## config.mk

```make
export PLATFORM = sky130hd
export DESIGN_NAME = lidar_scan_packet_parser_unit_flat
export DESIGN_NICKNAME = d
export VERILOG_FILES = /design/src/hw/rtl/lspp_pkg.sv /design/src/hw/rtl/lspp_if.sv /design/src/hw/rtl/lspp_divider.sv /design/src/hw/rtl/lspp_datapath.sv /design/src/hw/rtl/lspp_ctrl.sv /design/src/hw/rtl/lidar_scan_packet_parser_unit.sv /design/src/flat_wrapper.sv
export SDC_FILE = /design/constraint.sdc
export NUM_CORES = 1
export LEC_CHECK = 0
export ABC_CLOCK_PERIOD_IN_PS = 4700
export BUFFER_PORTS_ARGS = -buffer_cell sky130_fd_sc_hd__buf_2
export CORE_UTILIZATION = 55
export DETAILED_ROUTE_END_ITERATION = 10
export PLACE_DENSITY = 0.78
export SLEW_MARGIN = 30
export SYNTH_ARGS = -nofsm -noshare
export SYNTH_HDL_FRONTEND = slang
export SYNTH_SLANG_ARGS = --single-unit
```

## constraint.sdc

```tcl
create_clock -name clk_i -period 4.7 [get_ports clk_i]
set_input_delay 1.175 -clock clk_i [delete_from_list [all_inputs] [get_ports clk_i]]
set_output_delay 1.175 -clock clk_i [all_outputs]
set_load 0.02 [all_outputs]
```

## src/hw/rtl/lspp_pkg.sv

```systemverilog
// Package for the lidar scan packet parser: widths, header and kind codes,
// byte positions, controller state type and the controller/datapath structs.
// Depends on nothing; every other file of the parser uses it.
`timescale 1ns / 1ps

package lspp_pkg;

  // Default number of fraction bits kept below 1/64 degree in the angle math.
  localparam int unsigned ANGLE_FRAC_BITS_DEF = 8;

  // Field widths.
  localparam int unsigned BYTE_W  = 8;
  localparam int unsigned DIST_W  = 14;
  localparam int unsigned ANGLE_W = 15;
  localparam int unsigned RPM_W   = 10;
  localparam int unsigned COUNT_W = 8;
  localparam int unsigned KIND_W  = 2;
  localparam int unsigned POS_W   = 10;
  localparam int unsigned WORD_W  = 16;

  // Header bytes and the header word folded into the checksum.
  localparam logic [BYTE_W-1:0] SYNC_FIRST  = 8'hAA;
  localparam logic [BYTE_W-1:0] SYNC_SECOND = 8'h55;
  localparam logic [WORD_W-1:0] HEADER_WORD = 16'h55AA;

  // One full turn in 1/64 degree (360 * 64).
  localparam logic [WORD_W-1:0] FULL_TURN = 16'd23040;

  // Type byte: bit zero flags rate info, the upper bits give rate / 6.
  localparam int unsigned       RPM_FLAG_BIT = 0;
  localparam logic [RPM_W-1:0]  RPM_SCALE    = 10'd6;

  // Result kinds.
  localparam logic [KIND_W-1:0] KIND_POINT    = 2'd0;
  localparam logic [KIND_W-1:0] KIND_END_GOOD = 2'd1;
  localparam logic [KIND_W-1:0] KIND_END_BAD  = 2'd2;

  // Byte positions inside a frame (header is positions 0 to 3).
  localparam logic [POS_W-1:0] POS_BODY_FIRST = 10'd4;
  localparam logic [POS_W-1:0] POS_START_HI   = 10'd5;
  localparam logic [POS_W-1:0] POS_END_HI     = 10'd7;
  localparam logic [POS_W-1:0] POS_CHECK_HI   = 10'd9;
  // Bytes after the count byte that are not samples: three words.
  localparam logic [POS_W-1:0] BODY_FIXED_BYTES = 10'd6;

  // Controller states.
  typedef enum logic [2:0] {
    ST_HUNT_FIRST,
    ST_HUNT_SECOND,
    ST_TYPE,
    ST_COUNT,
    ST_BODY,
    ST_DIVIDE
  } ctrl_state_e;

  // Commands from the controller to the datapath.
  typedef struct packed {
    logic take_type;
    logic take_count;
    logic take_body;
    logic div_start;
  } ctrl_cmd_t;

  // Status from the datapath to the controller.
  typedef struct packed {
    logic sync_first_hit;
    logic sync_second_hit;
    logic end_word;
    logic frame_last;
    logic div_done;
    logic out_free;
  } dp_status_t;

endpackage

```

## src/hw/rtl/lspp_if.sv

```systemverilog
// Channel interfaces of the lidar scan packet parser: byte input, result
// output and enable write channel. Depends on lspp_pkg for field widths.
`timescale 1ns / 1ps

// Serial byte channel.
interface lspp_in_if;
  logic                         valid;
  logic                         ready;
  logic [lspp_pkg::BYTE_W-1:0]  data_byte;

  modport source (output valid, output data_byte, input ready);
  modport sink   (input valid, input data_byte, output ready);
endinterface

// Point and frame status channel.
interface lspp_out_if;
  logic                         valid;
  logic                         ready;
  logic [lspp_pkg::KIND_W-1:0]  kind;
  logic [lspp_pkg::DIST_W-1:0]  distance;
  logic [lspp_pkg::ANGLE_W-1:0] angle;
  logic [lspp_pkg::RPM_W-1:0]   rpm;
  logic                         rpm_valid;
  logic [lspp_pkg::COUNT_W-1:0] point_count;
  logic                         last;

  modport source (output valid, output kind, output distance, output angle, output rpm,
                  output rpm_valid, output point_count, output last, input ready);
  modport sink   (input valid, input kind, input distance, input angle, input rpm,
                  input rpm_valid, input point_count, input last, output ready);
endinterface

// Enable register write channel.
interface lspp_cfg_if;
  logic valid;
  logic ready;
  logic enable;

  modport source (output valid, output enable, input ready);
  modport sink   (input valid, input enable, output ready);
endinterface

```

## src/hw/rtl/lspp_divider.sv

```systemverilog
// Restoring divider, one quotient bit per cycle, used for the angle step.
// Depends on lspp_pkg for the divisor width.
`timescale 1ns / 1ps

module lspp_divider #(
  parameter int unsigned DIVIDEND_W = 23
) (
  input  logic                        clk_i,
  input  logic                        rst_ni,
  input  logic                        start_i,
  input  logic [DIVIDEND_W-1:0]       dividend_i,
  input  logic [lspp_pkg::BYTE_W-1:0] divisor_i,
  output logic                        done_o,
  output logic [DIVIDEND_W-1:0]       quotient_o
);

  localparam int unsigned CNT_W = $clog2(DIVIDEND_W + 1);
  localparam int unsigned DVS_W = lspp_pkg::BYTE_W;

  logic [CNT_W-1:0]      cnt_q, cnt_d;
  logic                  done_q, done_d;
  logic [DIVIDEND_W-1:0] quo_q, quo_d;
  logic [DVS_W-1:0]      rem_q, rem_d;
  logic [DVS_W-1:0]      dvs_q, dvs_d;
  logic [DVS_W:0]        trial;
  logic [DVS_W:0]        trial_diff;
  logic                  quo_bit;

  // One shift-and-subtract step per cycle, dividend bits shifted out at the top.
  always_comb begin
    trial      = {rem_q, quo_q[DIVIDEND_W-1]};
    trial_diff = trial - {1'b0, dvs_q};
    quo_bit    = (trial >= {1'b0, dvs_q});
    cnt_d      = cnt_q;
    quo_d      = quo_q;
    rem_d      = rem_q;
    dvs_d      = dvs_q;
    done_d     = 1'b0;
    if (start_i) begin
      quo_d = dividend_i;
      rem_d = '0;
      dvs_d = divisor_i;
      cnt_d = CNT_W'(DIVIDEND_W);
    end else if (cnt_q != '0) begin
      rem_d  = quo_bit ? trial_diff[DVS_W-1:0] : trial[DVS_W-1:0];
      quo_d  = {quo_q[DIVIDEND_W-2:0], quo_bit};
      cnt_d  = cnt_q - 1'b1;
      done_d = (cnt_q == CNT_W'(1));
    end
  end

  // Step counter and done flag.
  always_ff @(posedge clk_i or negedge rst_ni) begin
    if (!rst_ni) begin
      cnt_q  <= '0;
      done_q <= 1'b0;
    end else begin
      cnt_q  <= cnt_d;
      done_q <= done_d;
    end
  end

  // Operand and partial result registers.
  always_ff @(posedge clk_i) begin
    quo_q <= quo_d;
    rem_q <= rem_d;
    dvs_q <= dvs_d;
  end

  assign done_o     = done_q;
  assign quotient_o = quo_q;

endmodule

```

## src/hw/rtl/lspp_datapath.sv

```systemverilog
// Datapath of the packet parser: frame registers, checksum, angle
// interpolation, step divider and the result register.
// Depends on lspp_pkg and lspp_divider.
`timescale 1ns / 1ps

module lspp_datapath #(
  parameter int unsigned ANGLE_FRAC_BITS = lspp_pkg::ANGLE_FRAC_BITS_DEF
) (
  input  logic                         clk_i,
  input  logic                         rst_ni,
  input  logic [lspp_pkg::BYTE_W-1:0]  data_byte_i,
  input  lspp_pkg::ctrl_cmd_t          cmd_i,
  output lspp_pkg::dp_status_t         status_o,
  output logic                         out_valid_o,
  input  logic                         out_ready_i,
  output logic [lspp_pkg::KIND_W-1:0]  out_kind_o,
  output logic [lspp_pkg::DIST_W-1:0]  out_distance_o,
  output logic [lspp_pkg::ANGLE_W-1:0] out_angle_o,
  output logic [lspp_pkg::RPM_W-1:0]   out_rpm_o,
  output logic                         out_rpm_valid_o,
  output logic [lspp_pkg::COUNT_W-1:0] out_point_count_o,
  output logic                         out_last_o
);

  localparam int unsigned F      = ANGLE_FRAC_BITS;
  localparam int unsigned STEP_W = lspp_pkg::ANGLE_W + F;
  localparam int unsigned ACC_W  = lspp_pkg::WORD_W + F;
  localparam int unsigned SUM_W  = ACC_W + 1;
  localparam int unsigned POS_W  = lspp_pkg::POS_W;
  localparam int unsigned BYTE_W = lspp_pkg::BYTE_W;
  localparam int unsigned WORD_W = lspp_pkg::WORD_W;
  localparam int unsigned DIFF_W = lspp_pkg::ANGLE_W + 2;

  localparam logic [SUM_W-1:0] TURN_LIMIT =
    {{(SUM_W - WORD_W){1'b0}}, lspp_pkg::FULL_TURN} << F;

  // Frame registers.
  logic [POS_W-1:0]             pos_q, pos_d;
  logic [POS_W-1:0]             remain_q, remain_d;
  logic [lspp_pkg::COUNT_W-1:0] count_q, count_d;
  logic [BYTE_W-1:0]            type_q, type_d;
  logic [BYTE_W-1:0]            low_q, low_d;
  logic [WORD_W-1:0]            xor_q, xor_d;
  logic [WORD_W-1:0]            check_q, check_d;
  logic [lspp_pkg::ANGLE_W-1:0] start_q, start_d;
  logic [STEP_W-1:0]            step_q, step_d;
  logic [ACC_W-1:0]             acc_q, acc_d;

  // Result register.
  logic                         out_valid_q, out_valid_d;
  logic [lspp_pkg::KIND_W-1:0]  kind_q, kind_d;
  logic [lspp_pkg::DIST_W-1:0]  dist_q, dist_d;
  logic [lspp_pkg::ANGLE_W-1:0] angle_q, angle_d;
  logic [lspp_pkg::RPM_W-1:0]   rpm_q, rpm_d;
  logic                         rpm_valid_q, rpm_valid_d;
  logic [lspp_pkg::COUNT_W-1:0] pcount_q, pcount_d;
  logic                         last_q, last_d;

  logic [WORD_W-1:0]            word;
  logic [lspp_pkg::ANGLE_W-1:0] end_angle;
  logic [DIFF_W-1:0]            diff_raw;
  logic [DIFF_W-1:0]            diff_wrap;
  logic [lspp_pkg::ANGLE_W-1:0] diff;
  logic [STEP_W-1:0]            dividend;
  logic [BYTE_W-1:0]            divisor;
  logic                         div_done;
  logic [STEP_W-1:0]            quotient;
  logic [SUM_W-1:0]             acc_sum;
  logic [SUM_W-1:0]             acc_wrapped;
  logic                         is_point;
  logic                         is_last;
  logic                         good;
  logic                         rate_ok;

  assign word      = {data_byte_i, low_q};
  assign end_angle = word[WORD_W-1:1];

  // Angle span from start to end, wrapped once by a full turn, zero if still negative.
  always_comb begin
    diff_raw  = {2'b00, end_angle} - {2'b00, start_q};
    diff_wrap = diff_raw + DIFF_W'(lspp_pkg::FULL_TURN);
    diff      = '0;
    if (!diff_raw[DIFF_W-1]) begin
      diff = diff_raw[lspp_pkg::ANGLE_W-1:0];
    end else if (!diff_wrap[DIFF_W-1]) begin
      diff = diff_wrap[lspp_pkg::ANGLE_W-1:0];
    end
  end

  assign dividend = {diff, {F{1'b0}}};
  assign divisor  = count_q - 1'b1;

  lspp_divider #(
    .DIVIDEND_W (STEP_W)
  ) u_divider (
    .clk_i      (clk_i),
    .rst_ni     (rst_ni),
    .start_i    (cmd_i.div_start),
    .dividend_i (dividend),
    .divisor_i  (divisor),
    .done_o     (div_done),
    .quotient_o (quotient)
  );

  // Next accumulator value: add the step, take one turn off when past it.
  always_comb begin
    acc_sum     = {1'b0, acc_q} + SUM_W'(step_q);
    acc_wrapped = (acc_sum > TURN_LIMIT) ? (acc_sum - TURN_LIMIT) : acc_sum;
  end

  // Header loads and body byte handling.
  always_comb begin
    pos_d       = pos_q;
    remain_d    = remain_q;
    count_d     = count_q;
    type_d      = type_q;
    low_d       = low_q;
    xor_d       = xor_q;
    check_d     = check_q;
    start_d     = start_q;
    step_d      = step_q;
    acc_d       = acc_q;
    is_point    = 1'b0;
    is_last     = 1'b0;

    if (cmd_i.take_type) begin
      type_d = data_byte_i;
    end
    if (cmd_i.take_count) begin
      count_d  = data_byte_i;
      remain_d = lspp_pkg::BODY_FIXED_BYTES + {1'b0, data_byte_i, 1'b0};
      xor_d    = lspp_pkg::HEADER_WORD ^ {data_byte_i, type_q};
      pos_d    = lspp_pkg::POS_BODY_FIRST;
    end
    if (div_done) begin
      step_d = (count_q[lspp_pkg::COUNT_W-1:1] == '0) ? '0 : quotient;
    end
    if (cmd_i.take_body) begin
      priority if (!pos_q[0]) begin
        low_d = data_byte_i;
      end else if (pos_q == lspp_pkg::POS_START_HI) begin
        start_d = end_angle;
        xor_d   = xor_q ^ word;
      end else if (pos_q == lspp_pkg::POS_END_HI) begin
        xor_d = xor_q ^ word;
        acc_d = ACC_W'(start_q) << F;
      end else if (pos_q == lspp_pkg::POS_CHECK_HI) begin
        check_d = word;
      end else begin
        xor_d    = xor_q ^ word;
        is_point = 1'b1;
        acc_d    = acc_wrapped[ACC_W-1:0];
      end
      pos_d    = pos_q + 1'b1;
      remain_d = remain_q - 1'b1;
      is_last  = (remain_q == POS_W'(1));
    end
  end

  assign good    = (xor_d == check_d);
  assign rate_ok = good && type_q[lspp_pkg::RPM_FLAG_BIT];

  // Result register: loaded by a point or by the frame's last byte.
  always_comb begin
    out_valid_d = out_valid_q && !out_ready_i;
    kind_d      = kind_q;
    dist_d      = dist_q;
    angle_d     = angle_q;
    rpm_d       = rpm_q;
    rpm_valid_d = rpm_valid_q;
    pcount_d    = pcount_q;
    last_d      = last_q;
    if (is_point || is_last) begin
      out_valid_d = 1'b1;
      dist_d      = is_point ? word[WORD_W-1:2] : '0;
      angle_d     = is_point ? acc_q[F +: lspp_pkg::ANGLE_W] : '0;
      kind_d      = lspp_pkg::KIND_POINT;
      rpm_d       = '0;
      rpm_valid_d = 1'b0;
      pcount_d    = '0;
      last_d      = is_last;
      if (is_last) begin
        kind_d      = good ? lspp_pkg::KIND_END_GOOD : lspp_pkg::KIND_END_BAD;
        rpm_d       = rate_ok ? (lspp_pkg::RPM_W'(type_q[BYTE_W-1:1]) * lspp_pkg::RPM_SCALE)
                              : '0;
        rpm_valid_d = rate_ok;
        pcount_d    = count_q;
      end
    end
  end

  // Control registers.
  always_ff @(posedge clk_i or negedge rst_ni) begin
    if (!rst_ni) begin
      pos_q       <= '0;
      remain_q    <= '0;
      out_valid_q <= 1'b0;
    end else begin
      pos_q       <= pos_d;
      remain_q    <= remain_d;
      out_valid_q <= out_valid_d;
    end
  end

  // Frame and result payload registers.
  always_ff @(posedge clk_i) begin
    count_q     <= count_d;
    type_q      <= type_d;
    low_q       <= low_d;
    xor_q       <= xor_d;
    check_q     <= check_d;
    start_q     <= start_d;
    step_q      <= step_d;
    acc_q       <= acc_d;
    kind_q      <= kind_d;
    dist_q      <= dist_d;
    angle_q     <= angle_d;
    rpm_q       <= rpm_d;
    rpm_valid_q <= rpm_valid_d;
    pcount_q    <= pcount_d;
    last_q      <= last_d;
  end

  // Status toward the controller.
  assign status_o.sync_first_hit  = (data_byte_i == lspp_pkg::SYNC_FIRST);
  assign status_o.sync_second_hit = (data_byte_i == lspp_pkg::SYNC_SECOND);
  assign status_o.end_word        = (pos_q == lspp_pkg::POS_END_HI);
  assign status_o.frame_last      = (remain_q == POS_W'(1));
  assign status_o.div_done        = div_done;
  assign status_o.out_free        = !out_valid_q || out_ready_i;

  assign out_valid_o       = out_valid_q;
  assign out_kind_o        = kind_q;
  assign out_distance_o    = dist_q;
  assign out_angle_o       = angle_q;
  assign out_rpm_o         = rpm_q;
  assign out_rpm_valid_o   = rpm_valid_q;
  assign out_point_count_o = pcount_q;
  assign out_last_o        = last_q;

endmodule

```

## src/hw/rtl/lspp_ctrl.sv

```systemverilog
// Controller of the packet parser: enable register, header hunt and
// frame sequencing, input handshake and datapath commands. Depends on lspp_pkg.
`timescale 1ns / 1ps

module lspp_ctrl (
  input  logic                 clk_i,
  input  logic                 rst_ni,
  input  logic                 cfg_valid_i,
  input  logic                 cfg_enable_i,
  input  logic                 in_valid_i,
  output logic                 in_ready_o,
  input  lspp_pkg::dp_status_t status_i,
  output lspp_pkg::ctrl_cmd_t  cmd_o
);

  lspp_pkg::ctrl_state_e state_q, state_d;
  logic                  enable_q, enable_d;
  logic                  take;

  // Enable register, written from the configuration channel.
  assign enable_d = cfg_valid_i ? cfg_enable_i : enable_q;

  always_ff @(posedge clk_i or negedge rst_ni) begin
    if (!rst_ni) begin
      state_q  <= lspp_pkg::ST_HUNT_FIRST;
      enable_q <= 1'b0;
    end else begin
      state_q  <= state_d;
      enable_q <= enable_d;
    end
  end

  // Next state and commands; a word is taken only while the result slot is free.
  always_comb begin
    state_d    = state_q;
    cmd_o      = '0;
    in_ready_o = (state_q != lspp_pkg::ST_DIVIDE) && status_i.out_free;
    take       = in_valid_i && in_ready_o;

    unique case (state_q)
      lspp_pkg::ST_HUNT_FIRST: begin
        if (take && enable_q && status_i.sync_first_hit) begin
          state_d = lspp_pkg::ST_HUNT_SECOND;
        end
      end
      lspp_pkg::ST_HUNT_SECOND: begin
        if (take) begin
          state_d = status_i.sync_second_hit ? lspp_pkg::ST_TYPE : lspp_pkg::ST_HUNT_FIRST;
        end
      end
      lspp_pkg::ST_TYPE: begin
        if (take) begin
          cmd_o.take_type = 1'b1;
          state_d         = lspp_pkg::ST_COUNT;
        end
      end
      lspp_pkg::ST_COUNT: begin
        if (take) begin
          cmd_o.take_count = 1'b1;
          state_d          = lspp_pkg::ST_BODY;
        end
      end
      lspp_pkg::ST_BODY: begin
        if (take) begin
          cmd_o.take_body = 1'b1;
          if (status_i.frame_last) begin
            state_d = lspp_pkg::ST_HUNT_FIRST;
          end else if (status_i.end_word) begin
            cmd_o.div_start = 1'b1;
            state_d         = lspp_pkg::ST_DIVIDE;
          end
        end
      end
      lspp_pkg::ST_DIVIDE: begin
        if (status_i.div_done) begin
          state_d = lspp_pkg::ST_BODY;
        end
      end
      default: begin
        state_d = lspp_pkg::ST_HUNT_FIRST;
      end
    endcase

    // A disabled parser swallows the word and goes back to the hunt.
    if (take && !enable_q) begin
      cmd_o   = '0;
      state_d = lspp_pkg::ST_HUNT_FIRST;
    end
  end

endmodule

```

## src/hw/rtl/lidar_scan_packet_parser_unit.sv

```systemverilog
// Top level of the lidar scan packet parser: joins the controller and the
// datapath to the channel interfaces. Depends on lspp_pkg, lspp_if.sv,
// lspp_ctrl and lspp_datapath.
//
//   channel  direction  payload                                        handshake
//   cfg_i    in         enable                                         valid/ready
//   in_i     in         data_byte                                      valid/ready
//   out_o    out        kind, distance, angle, rpm, rpm_valid,         valid/ready
//                       point_count, last
//
// Results go to an output register, and a byte is taken only while that
// register is empty or being read out.
// The end angle word starts the angle step division, which runs one quotient
// bit per cycle over 15 + ANGLE_FRAC_BITS steps; input is held off until the
// division is done and its step is taken over.
// Reset puts the parser in header hunt, disabled, with the output register empty.
`timescale 1ns / 1ps

module lidar_scan_packet_parser_unit #(
  parameter int unsigned ANGLE_FRAC_BITS = lspp_pkg::ANGLE_FRAC_BITS_DEF
) (
  input  logic          clk_i,
  input  logic          rst_ni,
  lspp_cfg_if.sink      cfg_i,
  lspp_in_if.sink       in_i,
  lspp_out_if.source    out_o
);

  lspp_pkg::ctrl_cmd_t  cmd;
  lspp_pkg::dp_status_t status;

  // The enable register takes a write in any cycle.
  assign cfg_i.ready = 1'b1;

  lspp_ctrl u_ctrl (
    .clk_i        (clk_i),
    .rst_ni       (rst_ni),
    .cfg_valid_i  (cfg_i.valid),
    .cfg_enable_i (cfg_i.enable),
    .in_valid_i   (in_i.valid),
    .in_ready_o   (in_i.ready),
    .status_i     (status),
    .cmd_o        (cmd)
  );

  lspp_datapath #(
    .ANGLE_FRAC_BITS (ANGLE_FRAC_BITS)
  ) u_datapath (
    .clk_i             (clk_i),
    .rst_ni            (rst_ni),
    .data_byte_i       (in_i.data_byte),
    .cmd_i             (cmd),
    .status_o          (status),
    .out_valid_o       (out_o.valid),
    .out_ready_i       (out_o.ready),
    .out_kind_o        (out_o.kind),
    .out_distance_o    (out_o.distance),
    .out_angle_o       (out_o.angle),
    .out_rpm_o         (out_o.rpm),
    .out_rpm_valid_o   (out_o.rpm_valid),
    .out_point_count_o (out_o.point_count),
    .out_last_o        (out_o.last)
  );

endmodule

```

## src/flat_wrapper.sv

```systemverilog
// flat-port wrapper written by rule: the top's interface ports become plain ports
module lidar_scan_packet_parser_unit_flat 
#(
  parameter int unsigned ANGLE_FRAC_BITS = lspp_pkg::ANGLE_FRAC_BITS_DEF
)
  (clk_i, rst_ni, cfg_i_valid, cfg_i_enable, cfg_i_ready, in_i_valid, in_i_data_byte, in_i_ready, out_o_valid, out_o_kind, out_o_distance, out_o_angle, out_o_rpm, out_o_rpm_valid, out_o_point_count, out_o_last, out_o_ready);
  lspp_cfg_if cfg_i_i ();
  lspp_in_if in_i_i ();
  lspp_out_if out_o_i ();
  input  logic clk_i;
  input  logic rst_ni;
  input wire logic [$bits(cfg_i_i.valid)-1:0] cfg_i_valid;
  input wire logic [$bits(cfg_i_i.enable)-1:0] cfg_i_enable;
  output wire logic [$bits(cfg_i_i.ready)-1:0] cfg_i_ready;
  input wire logic [$bits(in_i_i.valid)-1:0] in_i_valid;
  input wire logic [$bits(in_i_i.data_byte)-1:0] in_i_data_byte;
  output wire logic [$bits(in_i_i.ready)-1:0] in_i_ready;
  output wire logic [$bits(out_o_i.valid)-1:0] out_o_valid;
  output wire logic [$bits(out_o_i.kind)-1:0] out_o_kind;
  output wire logic [$bits(out_o_i.distance)-1:0] out_o_distance;
  output wire logic [$bits(out_o_i.angle)-1:0] out_o_angle;
  output wire logic [$bits(out_o_i.rpm)-1:0] out_o_rpm;
  output wire logic [$bits(out_o_i.rpm_valid)-1:0] out_o_rpm_valid;
  output wire logic [$bits(out_o_i.point_count)-1:0] out_o_point_count;
  output wire logic [$bits(out_o_i.last)-1:0] out_o_last;
  input wire logic [$bits(out_o_i.ready)-1:0] out_o_ready;
  assign cfg_i_i.valid = cfg_i_valid;
  assign cfg_i_i.enable = cfg_i_enable;
  assign cfg_i_ready = cfg_i_i.ready;
  assign in_i_i.valid = in_i_valid;
  assign in_i_i.data_byte = in_i_data_byte;
  assign in_i_ready = in_i_i.ready;
  assign out_o_valid = out_o_i.valid;
  assign out_o_kind = out_o_i.kind;
  assign out_o_distance = out_o_i.distance;
  assign out_o_angle = out_o_i.angle;
  assign out_o_rpm = out_o_i.rpm;
  assign out_o_rpm_valid = out_o_i.rpm_valid;
  assign out_o_point_count = out_o_i.point_count;
  assign out_o_last = out_o_i.last;
  assign out_o_i.ready = out_o_ready;
  lidar_scan_packet_parser_unit #(.ANGLE_FRAC_BITS(ANGLE_FRAC_BITS)) u_core (.clk_i(clk_i), .rst_ni(rst_ni), .cfg_i(cfg_i_i), .in_i(in_i_i), .out_o(out_o_i));
endmodule
```

==> results_dict.tcl <==
set metrics [dict create \
    crit_required_ps 5090 \
    port_buffers 65 \
    synth_top_flop_cell "edfxtp_1" \
    hold_violations 0 \
    ys_seq_elements 238 \
    rsz0062_at_grt "false" \
    power.density_mw_per_mm2 294 \
    synth.top_cells.by_area "edfxtp_1 (36%), dfxtp_1 (7.2%), ha_1 (6.1%)" \
    syn_avg_cell_area_um2 9.79 \
    p_leak_nw 6.02 \
    ir_worst_vdd_uv 263 \
    startpoint_type "flop" \
    fin_crit_sh 0.920 \
    syn_to_final_growth_pct 12.3 \
    die_w_um 158 \
    utilization 0.637 \
    synth_seq_area_share 0.485 \
    skew_ps 20.4 \
    vias_per_cell 6.09 \
    reg2reg_depth 12 \
    drt_iter0_markers 983 \
    hpwl_mm 22.7 \
    yosysWarnings 0 \
    initial_utilization 0.567 \
    io_pins 68 \
    wirelength_mm 32.2 \
    clk_latency_ps 540 \
    timing.fmax_ghz 0.231 \
    setup_tns_ps 0 \
    yosysTopAreaCell "edfxtp_1" \
    gp_congestion 0.920 \
    rows 56 \
    switching_share 0.216 \
    power.total_mw 4.43 \
    endpoint "u_core.u_datapath.out_rpm_o[5]$_SDFFCE_PN0P_" \
    power_frac_seq 0.500 \
    setup_viol 0 \
    cts_tree "built" \
    core_area_mm2 0.0237 \
    min_path_type "flop to flop" \
    antenna_found_initial 0 \
    numCtsBuffers 27 \
    cp-startpoint "u_core.u_datapath.pos_q[1]$_DFFE_PN0P_" \
    dpl_cell_area_mm2 0.0142 \
    dpl_worst_slack_ps 139 \
    htree_levels 1 \
    r2r_start "u_core.u_datapath.pos_q[1]$_DFFE_PN0P_" \
    cts_resized 0 \
    slew_headroom 0.448 \
    synth_cells 1372 \
    drive_above_1_share 0.117 \
    nets 1522 \
    synthArstFlopShare 0.130 \
    cts-root-buf "clkbuf_16" \
    reg2reg_to "u_core.u_datapath.out_rpm_o[5]$_SDFFCE_PN0P_" \
    internal_power_mw 3.47 \
    worst_setup_path_end_kind "flop" \
    antennaDiodeCount 0 \
    overflow 0 \
    worstHoldStart "u_core.u_datapath.low_q[1]$_DFFE_PP_" \
    netlist_area_mm2 0.0134 \
    grt_first_pass_wirelength_mm 51.0 \
    multi_input_area_mm2 0.00644 \
    power.switching_mw 0.957 \
    die-area_mm2 0.0251 \
    worst_slack_ps 377 \
    netlist.area_leader.share 0.355 \
    n_fill_cell 1959 \
    crit_type "flop to flop" \
    post_cts_buffers 0 \
    vias 10838 \
    grt_max_degree 41 \
    reg2reg_setup_slack_ps 380 \
    drc_errors 0 \
    wl_per_cell_um 18.1 \
    worst_pin_slew_ps 825 \
    clkPwrFrac 0.471 \
    outcome "finished clean" \
    comb_power_share 0.028 \
    design_area_mm2 0.0151 \
    drtAntennaViolNets 0 \
    seq_area_mm2 0.00651 \
    clkTransAtPathRegs_ps 60 \
    maxCapViolCount 0 \
    grt_pass1_vias 9968 \
    drtPass1Iterations 6 \
    fin_crit_ps 4320 \
    path_max_fanout 10 \
    die_h_um 158 \
    clk_path_buf_depth 3 \
    slew_violations 0 \
    synth_cell_types 84 \
    synth_edf_count 159 \
    clkSinkCount 238 \
    hold_buffers 0 \
    crit_arrival_ps 4710 \
    grt.total_usage 0.260 \
    syn-num-nets 1455 \
]
-- cells by family after synthesis --
group / after synthesis / synth area share
AOI/OAI and AO/OA: 382 / 0.180
xor gates and xnor gates: 58 / 0.0378
adders and majority gates: 69 / 0.0665
buffers and inverters: 131 / 0.0384
DFF: 238 / 0.485
muxes: 12 / 0.00968
other: 2 / 0.000559
and+or+nand+nor: 480 / 0.183
-- state kept, by name (all words and copies together), names as in the netlist, 8 cells and up --
| signal | count |
|---|---|
| u_core.u_datapath.remain_q | 10 |
| u_core.u_datapath.type_q | 8 |
| u_core.u_datapath.u_divider.rem_q | 8 |
| u_core.u_datapath.count_q | 8 |
| u_core.u_datapath.start_q | 15 |
| u_core.u_datapath.u_divider.dvs_q | 8 |
| u_core.u_datapath.out_distance_o | 14 |
| u_core.u_datapath.step_q | 23 |
| u_core.u_datapath.pos_q | 10 |
| u_core.u_datapath.low_q | 8 |
| u_core.u_datapath.check_q | 16 |
| u_core.u_datapath.u_divider.quotient_o | 23 |
| u_core.u_datapath.acc_q | 24 |
| u_core.u_datapath.out_point_count_o | 8 |
| u_core.u_datapath.out_rpm_o | 9 |
| u_core.u_datapath.xor_q | 16 |
| u_core.u_datapath.out_angle_o | 15 |
-- worst max-delay path, stage by stage (launching register included) --
cell and delay, ps:
dfrtp_1 400, inv_1 80, ha_1 320, and3b_1 270
and4_1 470, nand2_4 110, mux2_4 320, and4_4 190
or4_1 510, or4b_1 500, nor4b_2 380, and3_1 390
nor3b_2 220
-- per-stage QoR --
stage	hold WS [ps]	std cells
floorplan	426	1372
global route	447	1779
global placement	429	1729
CTS	442	1779
detailed placement	434	1729
finish	445	1779
-- synthesized netlist by cell type, drive strengths merged (5+ instances only) --
library cell	number
nor2b	19
or3	9
o21a	10
a2111oi	5
nor2	83
nor3	26
o31ai	11
o21ai	113
and2	42
ha	65
and3	42
inv	70
nand2	149
edfxtp	159
or4	5
mux2	5
a211o	7
dfrtp	31
buf	12
dfxtp	48
o211ai	12
nor4	13
a211oi	22
a21oi	99
o2111ai	5
xnor2	26
nand4	11
o22ai	6
a311oi	5
clkbuf	48
nand3b	7
xor2	32
nand3	33
a31oi	14
mux2i	7
a22oi	5
nand2b	18
a21o	27
and4	5
-- power by group through the flow --
stage	logic, mW	clock network, mW	registers [mW]
detailed placement	0.123	0	2.26
finish	0.126	2.09	2.22
CTS	0.124	2.12	2.22
global placement	0.122	0	2.26
floorplan	0.0791	0	2.26
global route	0.138	2.19	2.22
-- worst min path at each step --
stage                                                         to  cells after the start
final                     u_core.u_datapath.start_q[0]$_DFFE_PP_                      0
after global routing      u_core.u_datapath.start_q[0]$_DFFE_PP_                      0
after CTS                 u_core.u_datapath.start_q[0]$_DFFE_PP_                      0
after detailed placement  u_core.u_datapath.start_q[0]$_DFFE_PP_                      0
after global placement    u_core.u_datapath.start_q[0]$_DFFE_PP_                      0
after floorplan           u_core.u_datapath.start_q[0]$_DFFE_PP_                      0
-- area by class of cell --
| type | instances | area share |
|---|---|---|
| sequential | 238 | 0.432 |
| multi-input combinational | 1003 | 0.427 |
| clock buffer | 37 | 0.0513 |
| timing repair buffer | 98 | 0.0380 |
| tap | 319 | 0.0265 |
| inverter | 71 | 0.0177 |
| clock inverter | 13 | 0.00780 |
-- layout by cell type, fill, tap and decap left out, drive strengths merged, types with 22 or more instances in the layout --
cell      n
xor2     32
nand2   149
o21ai   113
a211oi   22
xnor2    26
dfrtp    31
a21o     27
nor3     26
and2     42
buf      98
clkbuf   37
nand3    33
nor2     83
edfxtp  159
dfxtp    48
a21oi    99
inv      73
ha       65
and3     42
-- metal layers --
layer	share of wire	vias up	global-route usage
met3	0.077	58	0.0378
met1	0.45	5132	0.366
li1	-	5180	-
met5	0	-	0
met2	0.45	468	0.412
met4	0.023	0	0.0838
No activity file was read; power rests on OpenSTA's default activity.
